### src/sv/piob_pkg.sv
// shared types, constants and helper functions of the price indexed order book
package piob_pkg;

    localparam int LVL_W       = 16;
    localparam int LEVEL_COUNT = 1 << LVL_W;
    localparam int SLOT_W      = 16;
    localparam int ORDER_SLOTS = 1 << SLOT_W;
    localparam int FILL_W      = SLOT_W + 1;
    localparam int HI_W        = 8;
    localparam int LO_W        = LVL_W - HI_W;
    localparam int OCC_WORDS   = 1 << HI_W;
    localparam int OCC_BITS    = 1 << LO_W;

    localparam int ID_W    = 64;
    localparam int QTY_IN_W = 32;
    localparam int PRICE_W = 32;
    localparam int QTY_W   = 40;
    localparam int CNT_W   = 17;
    localparam int CMD_W   = 2;
    localparam int ST_W    = 3;

    localparam int IN_FIELDS_W = 2 * ID_W + 1 + QTY_IN_W + PRICE_W;
    localparam int IN_DATA_W   = ((IN_FIELDS_W + 7) / 8) * 8;
    localparam int OUT_DATA_W  = 2 * PRICE_W;

    localparam logic [QTY_W-1:0] QTY_MAX = '1;
    localparam logic [CNT_W-1:0] CNT_MAX = '1;

    localparam logic [CMD_W-1:0] CMD_ADD     = 2'd0;
    localparam logic [CMD_W-1:0] CMD_EXECUTE = 2'd1;
    localparam logic [CMD_W-1:0] CMD_DELETE  = 2'd2;
    localparam logic [CMD_W-1:0] CMD_REPLACE = 2'd3;

    localparam logic [ST_W-1:0] ST_DONE    = 3'd0;
    localparam logic [ST_W-1:0] ST_UNKNOWN = 3'd1;
    localparam logic [ST_W-1:0] ST_DUP     = 3'd2;
    localparam logic [ST_W-1:0] ST_RANGE   = 3'd3;
    localparam logic [ST_W-1:0] ST_FULL    = 3'd4;

    localparam logic [1:0] CNT_NONE = 2'd0;
    localparam logic [1:0] CNT_INC  = 2'd1;
    localparam logic [1:0] CNT_DEC  = 2'd2;

    localparam logic [1:0] ACT_KEEP = 2'd0;
    localparam logic [1:0] ACT_SET  = 2'd1;
    localparam logic [1:0] ACT_CLRZ = 2'd2;

    typedef struct packed {
        logic [CMD_W-1:0]    cmd;
        logic [ID_W-1:0]     id;
        logic [ID_W-1:0]     new_id;
        logic                side;
        logic [QTY_IN_W-1:0] qty;
        logic [PRICE_W-1:0]  price;
    } t_item;

    typedef struct packed {
        logic [ID_W-1:0]     key;
        logic                is_bid;
        logic [LVL_W-1:0]    level;
        logic [QTY_IN_W-1:0] rem;
    } t_slot;

    typedef struct packed {
        logic [QTY_W-1:0] qty;
        logic [CNT_W-1:0] cnt;
        logic             act;
    } t_level;

    typedef struct packed {
        logic                side;
        logic [LVL_W-1:0]    idx;
        logic [QTY_IN_W-1:0] sub;
        logic [QTY_IN_W-1:0] add;
        logic [1:0]          cnt_op;
        logic [1:0]          act_op;
    } t_lvop;

    typedef struct packed {
        logic clr;
        logic load;
        logic scan;
        logic decide;
        logic lv_rd;
        logic lv_sub;
        logic lv_wr;
        logic mv_rd;
        logic mv_wr;
        logic srch;
        logic srd;
        logic senc;
        logic sout;
    } t_cmd;

    typedef struct packed {
        logic clr_done;
        logic scan_done;
        logic op_pend;
        logic del_pend;
    } t_sts;

    function automatic logic [HI_W-1:0] f_sum_hi(input logic [OCC_WORDS-1:0] v);
        logic [HI_W-1:0] r;
        r = '0;
        for (int i = 0; i < OCC_WORDS; i++) begin
            if (v[i]) r = HI_W'(i);
        end
        return r;
    endfunction

    function automatic logic [HI_W-1:0] f_sum_lo(input logic [OCC_WORDS-1:0] v);
        logic [HI_W-1:0] r;
        r = '0;
        for (int i = OCC_WORDS - 1; i >= 0; i--) begin
            if (v[i]) r = HI_W'(i);
        end
        return r;
    endfunction

    function automatic logic [LO_W-1:0] f_word_hi(input logic [OCC_BITS-1:0] v);
        logic [LO_W-1:0] r;
        r = '0;
        for (int i = 0; i < OCC_BITS; i++) begin
            if (v[i]) r = LO_W'(i);
        end
        return r;
    endfunction

    function automatic logic [LO_W-1:0] f_word_lo(input logic [OCC_BITS-1:0] v);
        logic [LO_W-1:0] r;
        r = '0;
        for (int i = OCC_BITS - 1; i >= 0; i--) begin
            if (v[i]) r = LO_W'(i);
        end
        return r;
    endfunction

endpackage

### src/sv/piob_ctrl.sv
// command sequencer of the order book
module piob_ctrl (
    input  logic            i_clk,
    input  logic            i_rst_n,
    input  logic            i_in_valid,
    input  logic            i_out_ready,
    input  piob_pkg::t_sts  i_sts,
    output logic            o_in_ready,
    output logic            o_out_valid,
    output piob_pkg::t_cmd  o_cmd
);
    import piob_pkg::*;

    localparam logic [3:0] S_CLR  = 4'd0;
    localparam logic [3:0] S_IDLE = 4'd1;
    localparam logic [3:0] S_SCAN = 4'd2;
    localparam logic [3:0] S_DEC  = 4'd3;
    localparam logic [3:0] S_CHK  = 4'd4;
    localparam logic [3:0] S_LRD  = 4'd5;
    localparam logic [3:0] S_LSUB = 4'd6;
    localparam logic [3:0] S_LWR  = 4'd7;
    localparam logic [3:0] S_MRD  = 4'd8;
    localparam logic [3:0] S_MWR  = 4'd9;
    localparam logic [3:0] S_SRCH = 4'd10;
    localparam logic [3:0] S_SRD  = 4'd11;
    localparam logic [3:0] S_SENC = 4'd12;
    localparam logic [3:0] S_SOUT = 4'd13;

    logic [3:0] r_state, n_state;
    logic       r_out_valid, n_out_valid;
    t_cmd       w_cmd;

    always_comb begin
        n_state     = r_state;
        n_out_valid = r_out_valid & ~i_out_ready;
        w_cmd       = '0;
        case (r_state)
            S_CLR: begin
                w_cmd.clr = 1'b1;
                if (i_sts.clr_done) n_state = S_IDLE;
            end
            S_IDLE: begin
                if (i_in_valid) begin
                    w_cmd.load = 1'b1;
                    n_state    = S_SCAN;
                end
            end
            S_SCAN: begin
                w_cmd.scan = 1'b1;
                if (i_sts.scan_done) n_state = S_DEC;
            end
            S_DEC: begin
                w_cmd.decide = 1'b1;
                n_state      = S_CHK;
            end
            S_CHK: begin
                if (i_sts.op_pend) n_state = S_LRD;
                else if (i_sts.del_pend) n_state = S_MRD;
                else n_state = S_SRCH;
            end
            S_LRD: begin
                w_cmd.lv_rd = 1'b1;
                n_state     = S_LSUB;
            end
            S_LSUB: begin
                w_cmd.lv_sub = 1'b1;
                n_state      = S_LWR;
            end
            S_LWR: begin
                w_cmd.lv_wr = 1'b1;
                n_state     = S_CHK;
            end
            S_MRD: begin
                w_cmd.mv_rd = 1'b1;
                n_state     = S_MWR;
            end
            S_MWR: begin
                w_cmd.mv_wr = 1'b1;
                n_state     = S_SRCH;
            end
            S_SRCH: begin
                w_cmd.srch = 1'b1;
                n_state    = S_SRD;
            end
            S_SRD: begin
                w_cmd.srd = 1'b1;
                n_state   = S_SENC;
            end
            S_SENC: begin
                w_cmd.senc = 1'b1;
                n_state    = S_SOUT;
            end
            S_SOUT: begin
                if (!r_out_valid || i_out_ready) begin
                    w_cmd.sout  = 1'b1;
                    n_out_valid = 1'b1;
                    n_state     = S_IDLE;
                end
            end
            default: n_state = S_IDLE;
        endcase
    end

    always_ff @(posedge i_clk) begin
        if (!i_rst_n) begin
            r_state     <= S_CLR;
            r_out_valid <= 1'b0;
        end else begin
            r_state     <= n_state;
            r_out_valid <= n_out_valid;
        end
    end

    assign o_in_ready  = (r_state == S_IDLE);
    assign o_out_valid = r_out_valid;
    assign o_cmd       = w_cmd;

endmodule

### config.mk
export PLATFORM = sky130hd
export DESIGN_NAME = piob_ctrl
export DESIGN_NICKNAME = d
export VERILOG_FILES = /design/src/sv/piob_pkg.sv /design/src/sv/piob_ctrl.sv
export SDC_FILE = /design/constraint.sdc
export NUM_CORES = 1
export LEC_CHECK = 0
export BUFFER_PORTS_ARGS = -buffer_cell sky130_fd_sc_hd__buf_2
export CAP_MARGIN = 15
export CORE_MARGIN = 10
export CORE_UTILIZATION = 25
export DETAILED_ROUTE_END_ITERATION = 6
export HOLD_SLACK_MARGIN = 0.1
export PLACE_DENSITY_LB_ADDON = 0.05
export SLEW_MARGIN = 10
export SYNTH_ARGS = -nofsm -noshare
export SYNTH_HDL_FRONTEND = slang
export SYNTH_SLANG_ARGS = --single-unit
export TNS_END_PERCENT = 100
### constraint.sdc
create_clock -name i_clk -period 3.5 [get_ports i_clk]
set_clock_uncertainty 0.15 [all_clocks]
set_input_delay 0.35 -clock i_clk [delete_from_list [all_inputs] [get_ports i_clk]]
set_output_delay 0.35 -clock i_clk [all_outputs]
set_load 0.02 [all_outputs]
==> results of run 1 <==
[sequential cells by signal, indices dropped and copies added, names as in the netlist]
signal	flops
r_state	4
o_out_valid	1
[routing by layer]
layer / routed length, um / share of wire, %
met1: 549 / 42
met2: 606 / 46
met3: 142 / 11
met4: 9 / 0.69
met5: 0 / 0
[logic make-up (layout without fill, tap and decap cells)]
family	count (synthesis)	count (layout)
AO/OA/AOI/OAI	16	16
buffers and inverters	7	27
flip-flops	5	5
multiplexers	2	2
AND/OR/NAND/NOR	32	32
[power by group]
| group | internal [mW] | switching, mW |
|---|---|---|
| clock | 0.0430 | 0.0214 |
| combinational | 0.0126 | 0.0144 |
| sequential | 0.0588 | 0.00637 |
| total | 0.114 | 0.0423 |
[through the flow]
| stage | util [%] | area (um2) | hold slack [ns] |
|---|---|---|---|
| finish | 33.1 | 559 | 0.258 |
| global route | 33.1 | 559 | 0.248 |
| CTS | 33.1 | 559 | 0.257 |
| detailed placement | 31.6 | 533 | 0.378 |
| global placement | 31.6 | 533 | 0.376 |
| floorplan | - | 439 | 0.317 |
[final timing paths]
kind	from	end	slack [ns]	depth (start not counted)
max	r_state[2]	o_cmd[0]	1.39	4
min	i_rst_n	r_state[2]	0.26	2
max reg2reg	r_state[2]	r_state[3]	1.88	4
min reg2reg	o_out_valid	o_out_valid	0.38	2
[placed cells by master (no fill, tap or decap), drive strengths merged, types with 2 or more instances in the layout]
master  count
o21ai       4
nand2b      5
nand2       3
clkbuf      4
nor3        6
o21a        3
nor2b       3
mux2i       2
nor2       10
buf        22
dfxtp       5
a21oi       2
[critical path: cells and delay by family, from the launching register on]
family / cells / cell delay (ns)
buffers and inverters: 1 / 0.17
flip-flops: 1 / 0.63
AND/OR/NAND/NOR: 3 / 0.57
[cell type report]
class | instances | area, um2 | share of cell area (%)
clock buffer | 4 | 26.3 | 4.70
inverter | 1 | 3.75 | 0.671
multi-input combinational | 50 | 298 | 53.2
sequential | 5 | 100 | 17.9
tap | 17 | 21.3 | 3.80
timing repair buffer | 22 | 110 | 19.7
[synth_stat cells (2+ instances only)]
cell                        n
sky130_fd_sc_hd__dfxtp_1    5
sky130_fd_sc_hd__mux2i_1    2
sky130_fd_sc_hd__buf_2      2
sky130_fd_sc_hd__nand2b_1   4
sky130_fd_sc_hd__o21ai_0    4
sky130_fd_sc_hd__nor2b_1    3
sky130_fd_sc_hd__a21oi_1    2
sky130_fd_sc_hd__o21a_1     3
sky130_fd_sc_hd__nor2_1    10
sky130_fd_sc_hd__nand2_1    3
sky130_fd_sc_hd__nor3_1     6
==> summary by stage, run 1 <==
Finish
The total of fill cells in the finished design is 187. Cells with a size suffix above 1 make up 32.9% of the layout. The number of antenna diodes in the final layout is 0. The net count of the finished layout is 91. The area added between synthesis and finish is 27.4%. The final cell count without fillers is 99.

Global routing
The number of antenna violations at the first check in global routing came to 0. The global routing usage on met2 is 11.6%. For met3 alone, demand over resource in global routing was 3.05%.

The via count of the first global-routing pass was 458. The met1 usage in global routing is 6.67%. Entering global routing, the biggest net connects 18 pins. The wire length of the first global-routing pass is 1950 um.

The busiest layer in global routing is met2. The aggregate global routing overflow is 0. Global routing consumed, over all layers together, 6.64% of the routing resources.

Worst setup path
STA classifies the critical path startpoint as a flip-flop. The cell with the largest stage delay on the worst path is sky130_fd_sc_hd__dfxtp_1. The required arrival time at the worst endpoint is 3.00 ns. The critical path data arrival time is 1.61 ns. Along the worst path, the maximum fanout reaches 17. The largest incremental delay on the critical path is 0.63 ns. The kind of end point of the critical path is a primary output. The setup path with the least slack is of type flip-flop to primary output. Traced cell by cell, the critical path runs through nand2_1, or2_2, nor2b_1, buf_2.

Floorplan
The placeable core region is 0.00169 mm2. The chip width is 61.9 um. For this design the top-level I/O count stands at 23. The die covers 0.00383 mm2.

The die is 61.9 um tall. In this run the core area contains 15 standard-cell rows. The effective utilization at floorplan is 26.0%.

Timing
The slew at the pin closest to its max-slew limit is 0.541 ns. The fmax is 474 MHz. Setup violations remaining at the end of the flow were counted as 0. Setup repair after global routing left no endpoint under its margin. Headroom to the max-slew limit came out at 63.9%. The shortest clock period the worst path allows after layout is 2.11 ns. The number of endpoints with negative hold slack in the final report is 0. The part of the cycle the worst path needs is 60.2%.

For the final routed database, the setup TNS stands at 0 ns. The final-report max-slew violation count is 0. Across all setup checks in the final design, the least slack found is 1.39 ns.

Synth
The synthesized design spends more area on one cell type than any other, namely sky130_fd_sc_hd__dfxtp_1. The area share of the leading cell type in the synthesized netlist is 22.8%. The synthesized netlist cell count is 62. The combinational family with the most area after synthesis is simple AND/OR/NAND/NOR gates. The synthesized netlist contains 29 unique library cells. The synthesized netlist devotes 24.8% of its cell area to compound gates. The most common flop cell mapped by yosys is sky130_fd_sc_hd__dfxtp_1. For this run, asynchronously set or reset flops after synthesis account for 0%. The register area share after synthesis is 22.8%. The post-synthesis share of cell area spent on and, or, nand and nor gates is 38.5%.

The total of warnings raised by yosys is 0. The multiplexer fraction of the synthesized cell area is 4.56%. The adder and majority cell fraction of the synthesized area is 0%. A synthesized cell averages 7.08 um2. Summing the areas of all xor and xnor instances in the mapped netlist gives 0% of the synthesized area. The netlist area before placement is 439 um2.

Yosys attributes the largest share of cell area to sky130_fd_sc_hd__dfxtp_1 (23%), sky130_fd_sc_hd__nor2_1 (8.5%), sky130_fd_sc_hd__nor3_1 (6.8%), sky130_fd_sc_hd__nand2b_1 (5.7%), sky130_fd_sc_hd__o21a_1 (5.1%). The post-synthesis register bit count is 5. The synthesized netlist net count is 70.

The synthesized design contains 0 enable-type register cells.

Drt
In this run, the number of DRC markers left after iteration 0 of detailed routing was 10. The via density per instance is 4.96. The mean routed wirelength per cell is 13.2 um. The first-pass detailed-route iteration total is 4. After detailed routing, the number of remaining DRC violations is 0.

The count of nets left with antenna violations once routing finished came out at 0. The total wirelength of the detailed-routed design is 1310 um. Across all layers, the routed design uses 491 vias.

Clock network
CTS built an H-tree with a depth of 1. CTS placed an instance of sky130_fd_sc_hd__clkbuf_4 at the clock tree root. For this design, the CTS-stage hold fixing added 0 buffers.

The total clock buffers created by CTS is 3. The number of buffers on the longest clock path is 2. The count of cells resized by post-cts repair is 0. Post-CTS timing repair inserted 0 buffers for setup. The clock-pin slew of the registers on the worst-case setup and hold paths is 0.04 ns. The clock tree from TritonCTS is done.

At the later pin of the worst-skew pair, clock insertion delay measures 0.23 ns. The clock drives 5 sinks.

Power and ir drop
For this design the static power due to leakage is 0.245 nW. The worst IR drop on VDD is 0.215 mV. The power density of the placed cells is 280 mW/mm2. The total power consumption of the routed design is 0.157 mW.

Place
The number of placed instances, taps included, is 95. The congestion estimate from routability-driven global placement came to 0.660. Summed over all nets, the half-perimeter wirelength after detailed placement is 1010 um. Buffers placed on the I/O ports in this run total 22. Before CTS, the worst setup slack after placement is 1.63 ns.

Hold path
The type of the tightest min-delay check is input port to flip-flop.

Status
The flow ran to the end, and the final reports show no timing, DRC or antenna violations.

Run
The max-cap check violation count is 0.
No activity file was read; power rests on OpenSTA's default activity.
==> inputs of run 2 (changes only) <==
==> constraint.sdc (replaced) <==
create_clock -name i_clk -period 2.1 [get_ports i_clk]
set_clock_uncertainty 0.15 [all_clocks]
set_input_delay 0.21 -clock i_clk [delete_from_list [all_inputs] [get_ports i_clk]]
set_output_delay 0.21 -clock i_clk [all_outputs]
set_load 0.02 [all_outputs]
==> run 2 against run 1 <==
Clock power up 77%; wire length up 3.4%; first-iteration DRC count down 10%.
==> summary by stage, run 2 (synthesis gave the netlist of run 1 again) <==
Drt
The first-pass detailed-route iteration total is 4 (unchanged). The via density per instance came to 4.90 (-1.2%). The post-detailed-route count of antenna-violating nets is 0 (unchanged).

The count of vias placed by the detailed router was 495 (+0.81%). The total wirelength of the detailed-routed design is 1350 um (+3.4%). The number of remaining DRC errors is 0 (unchanged). The mean routed wirelength per cell is 13.4 um (+1.4%). The number of violations reported at the end of detailed-routing iteration 0 is 9 (-1).

Clock network
The total setup buffers inserted after CTS is 0 (unchanged). The number of clock sinks seen by CTS is 5 (unchanged). The clock tree from TritonCTS is done. The latest clock arrival within the worst-skew pair was 0.24 ns (about the same).

The count of cells resized by post-cts repair is 0 (unchanged). The total clock buffers created by CTS is 3 (unchanged). The clock root buffer is sky130_fd_sc_hd__clkbuf_4. The cts-stage hold buffer count was 0 (unchanged). The number of buffers on the longest clock path is 2 (unchanged).

The deepest level of the CTS H-tree is 1 (unchanged). The clock-pin slew of the registers on the worst-case setup and hold paths is 0.04 ns (about the same).

Timing
The worst max-slew margin expressed relative to the limit is 66.4% (+2.5 points). The total negative slack for setup checks is 0 ns (unchanged). The fmax is 522 MHz.

The shortest clock period the worst path allows after layout is 1.92 ns. The number of setup violations in the final report is 0 (unchanged). The number of endpoints with negative hold slack in the final report came to 0 (unchanged). Setup repair after global routing left no endpoint under its margin. The final-report max-slew violation count was 0 (unchanged). Dividing the final minimum period by the clock period gives 91.3%. The slew at the pin closest to its max-slew limit was 0.503 ns (-0.0373 ns).

Finish
The number of flip-flops under the largest register name is 4 (unchanged). The library cell used most frequently in the layout, excluding fill and tap cells, is sky130_fd_sc_hd__buf_2. The total of fill cells in the finished design was 203 (+8.6%). The area of the multi-input gates is 298 um2 (unchanged). Leaving out fill and tap cells, the most frequent cells in the layout are sky130_fd_sc_hd__buf_2 (22), sky130_fd_sc_hd__nor2_1 (10), sky130_fd_sc_hd__nor3_1 (6), sky130_fd_sc_hd__dfxtp_1 (5).

The area added between synthesis and finish is 30.8%. The register with the most flip-flops in the final layout is r_state. The share of final-layout standard cells stronger than drive strength 1 is 34.5% (+1.6 points). The layout net count was 93 (+2.2%). The area taken by flip-flops and latches is 100 um2 (unchanged). The number of inserted diodes is 0 (unchanged). The share of the core filled with cells in the final layout came to 34.0% (+0.89 points).

Worst setup path
The kind of end point of the critical path is a primary output. The number of cells on the critical path is 4 (unchanged). The largest fanout of any net on the critical path is 14 (-3). The critical path data arrival time is 1.56 ns (-0.05 ns). The required arrival time at the worst endpoint is 1.74 ns (-1.26 ns).

The worst-case reg-to-reg path depth is 4 (unchanged). The startpoint type of the worst setup path is a flip-flop. The sum of buffers and inverters on the critical path is 1 (unchanged). The cell with the largest stage delay on the worst path is sky130_fd_sc_hd__dfxtp_1. The family of cells with the greatest summed delay on the critical path is flip-flops. The type of the setup path with the least slack is flip-flop to primary output. The largest incremental delay on the critical path is 0.61 ns (-0.02 ns). The critical path goes through nand2b_4, or2_2, nor2b_1, buf_2.

Power and ir drop
The switching portion of total power is 28.7% (+1.7 points). The portion of total power attributed to the clock network is 42.0% (+0.9 points). The total power consumption of the routed design is 0.271 mW (+73%).

The sequential fraction of design power is 38.6% (-3.0 points). The leakage power of the design is 0.255 nW (+4.3%). The total net switching power is 0.0776 mW (+84%). The cell-internal power came to 0.193 mW (+69%).

The power density of the placed cells is 472 mW/mm2 (+68%). The power share of the combinational group is 19.4% (+2.1 points). The worst IR drop on VDD is 0.259 mV (+21%).

Floorplan
The chip width is 61.9 um (unchanged). The area enclosed by the die boundary is 0.00383 mm2 (unchanged). The placeable core region is 0.00169 mm2 (unchanged). The number of top-level design ports came to 23 (unchanged). The y dimension of the die is 61.9 um (unchanged). The number of placement rows came to 15 (unchanged).

The effective utilization at floorplan is 26.0% (unchanged).

Place
The estimated wirelength of the detail-placed design came to 1100 um (+9.2%). The final weighted congestion in routability-driven placement is 0.726 (+10%). The number of buffers added on ports is 22 (unchanged).

Hold path
The number of cells traversed by the worst hold path is 2 (unchanged). The tightest min-delay check is of the input port to flip-flop type.

Global routing
The pin count of the biggest net entering global routing is 16 (-2). The via count of the first global-routing pass is 483 (+5.5%). The aggregate global routing overflow is 0 (unchanged). The global router's overall resource usage is 6.85% (+0.20 points). The wire length of the first global-routing pass was 2010 um (+2.8%). The number of antenna violations at the first check in global routing is 0 (unchanged).

Run
The max-cap check violation count is 0 (unchanged).

Status
The run finished with clean final reports.
run 2: power by group through the flow:
| stage | Combinational [mW] | Clock [mW] | Sequential (mW) |
|---|---|---|---|
| after CTS | 0.0535 | 0.116 | 0.105 |
| after detailed placement | 0.0533 | 0 | 0.106 |
| after global routing | 0.0589 | 0.122 | 0.106 |
| final | 0.0527 | 0.114 | 0.104 |
| after floorplan | 0.0405 | 0 | 0.101 |
| after global placement | 0.0542 | 0 | 0.107 |
run 2: final timing paths:
path / slack, ns / startpoint / end
worst min-delay path: 0.11 / i_rst_n / r_state[3]
worst max-delay path: 0.18 / r_state[3] / o_cmd[0]
worst min register to register: 0.38 / o_out_valid / o_out_valid
worst max register to register: 0.54 / r_state[3] / r_state[3]
run 2: worst reg2reg max path, delay by kind of cell, from the launching register on:
family           cells  cell delay, ns
AND/OR/NAND/NOR      3            0.60
AO/OA/AOI/OAI        1            0.14
flip-flops           1            0.61
run 2: area by class of cell:
| class | count | area share (%) |
|---|---|---|
| Multi-Input combinational cell | 50 | 51.9 |
| Clock buffer | 4 | 4.58 |
| Sequential cell | 5 | 17.4 |
| Timing Repair Buffer | 24 | 21.8 |
| Inverter | 1 | 0.654 |
| Tap cell | 17 | 3.70 |
run 2: metrics by stage:
step                hold WS, ns  area, um2  cells  setup WS [ns]
finish                    0.109        574    101          0.183
global route              0.105        574    101         0.0381
CTS                       0.104        574    101          0.162
detailed placement        0.356        548     97          0.446
global placement          0.360        548     97          0.425
floorplan                 0.177        439     62          0.318
run 2: metal layers:
metal  share of wire (%)  vias up  wire length (um)  track usage (%)
met5                   0        -                 0                0
met2                  47       16               629             11.1
met4                 1.3        0                17             3.82
met1                  42      213               567             7.35
met3                  10        2               138             2.85
li1                    -      264                 -                -
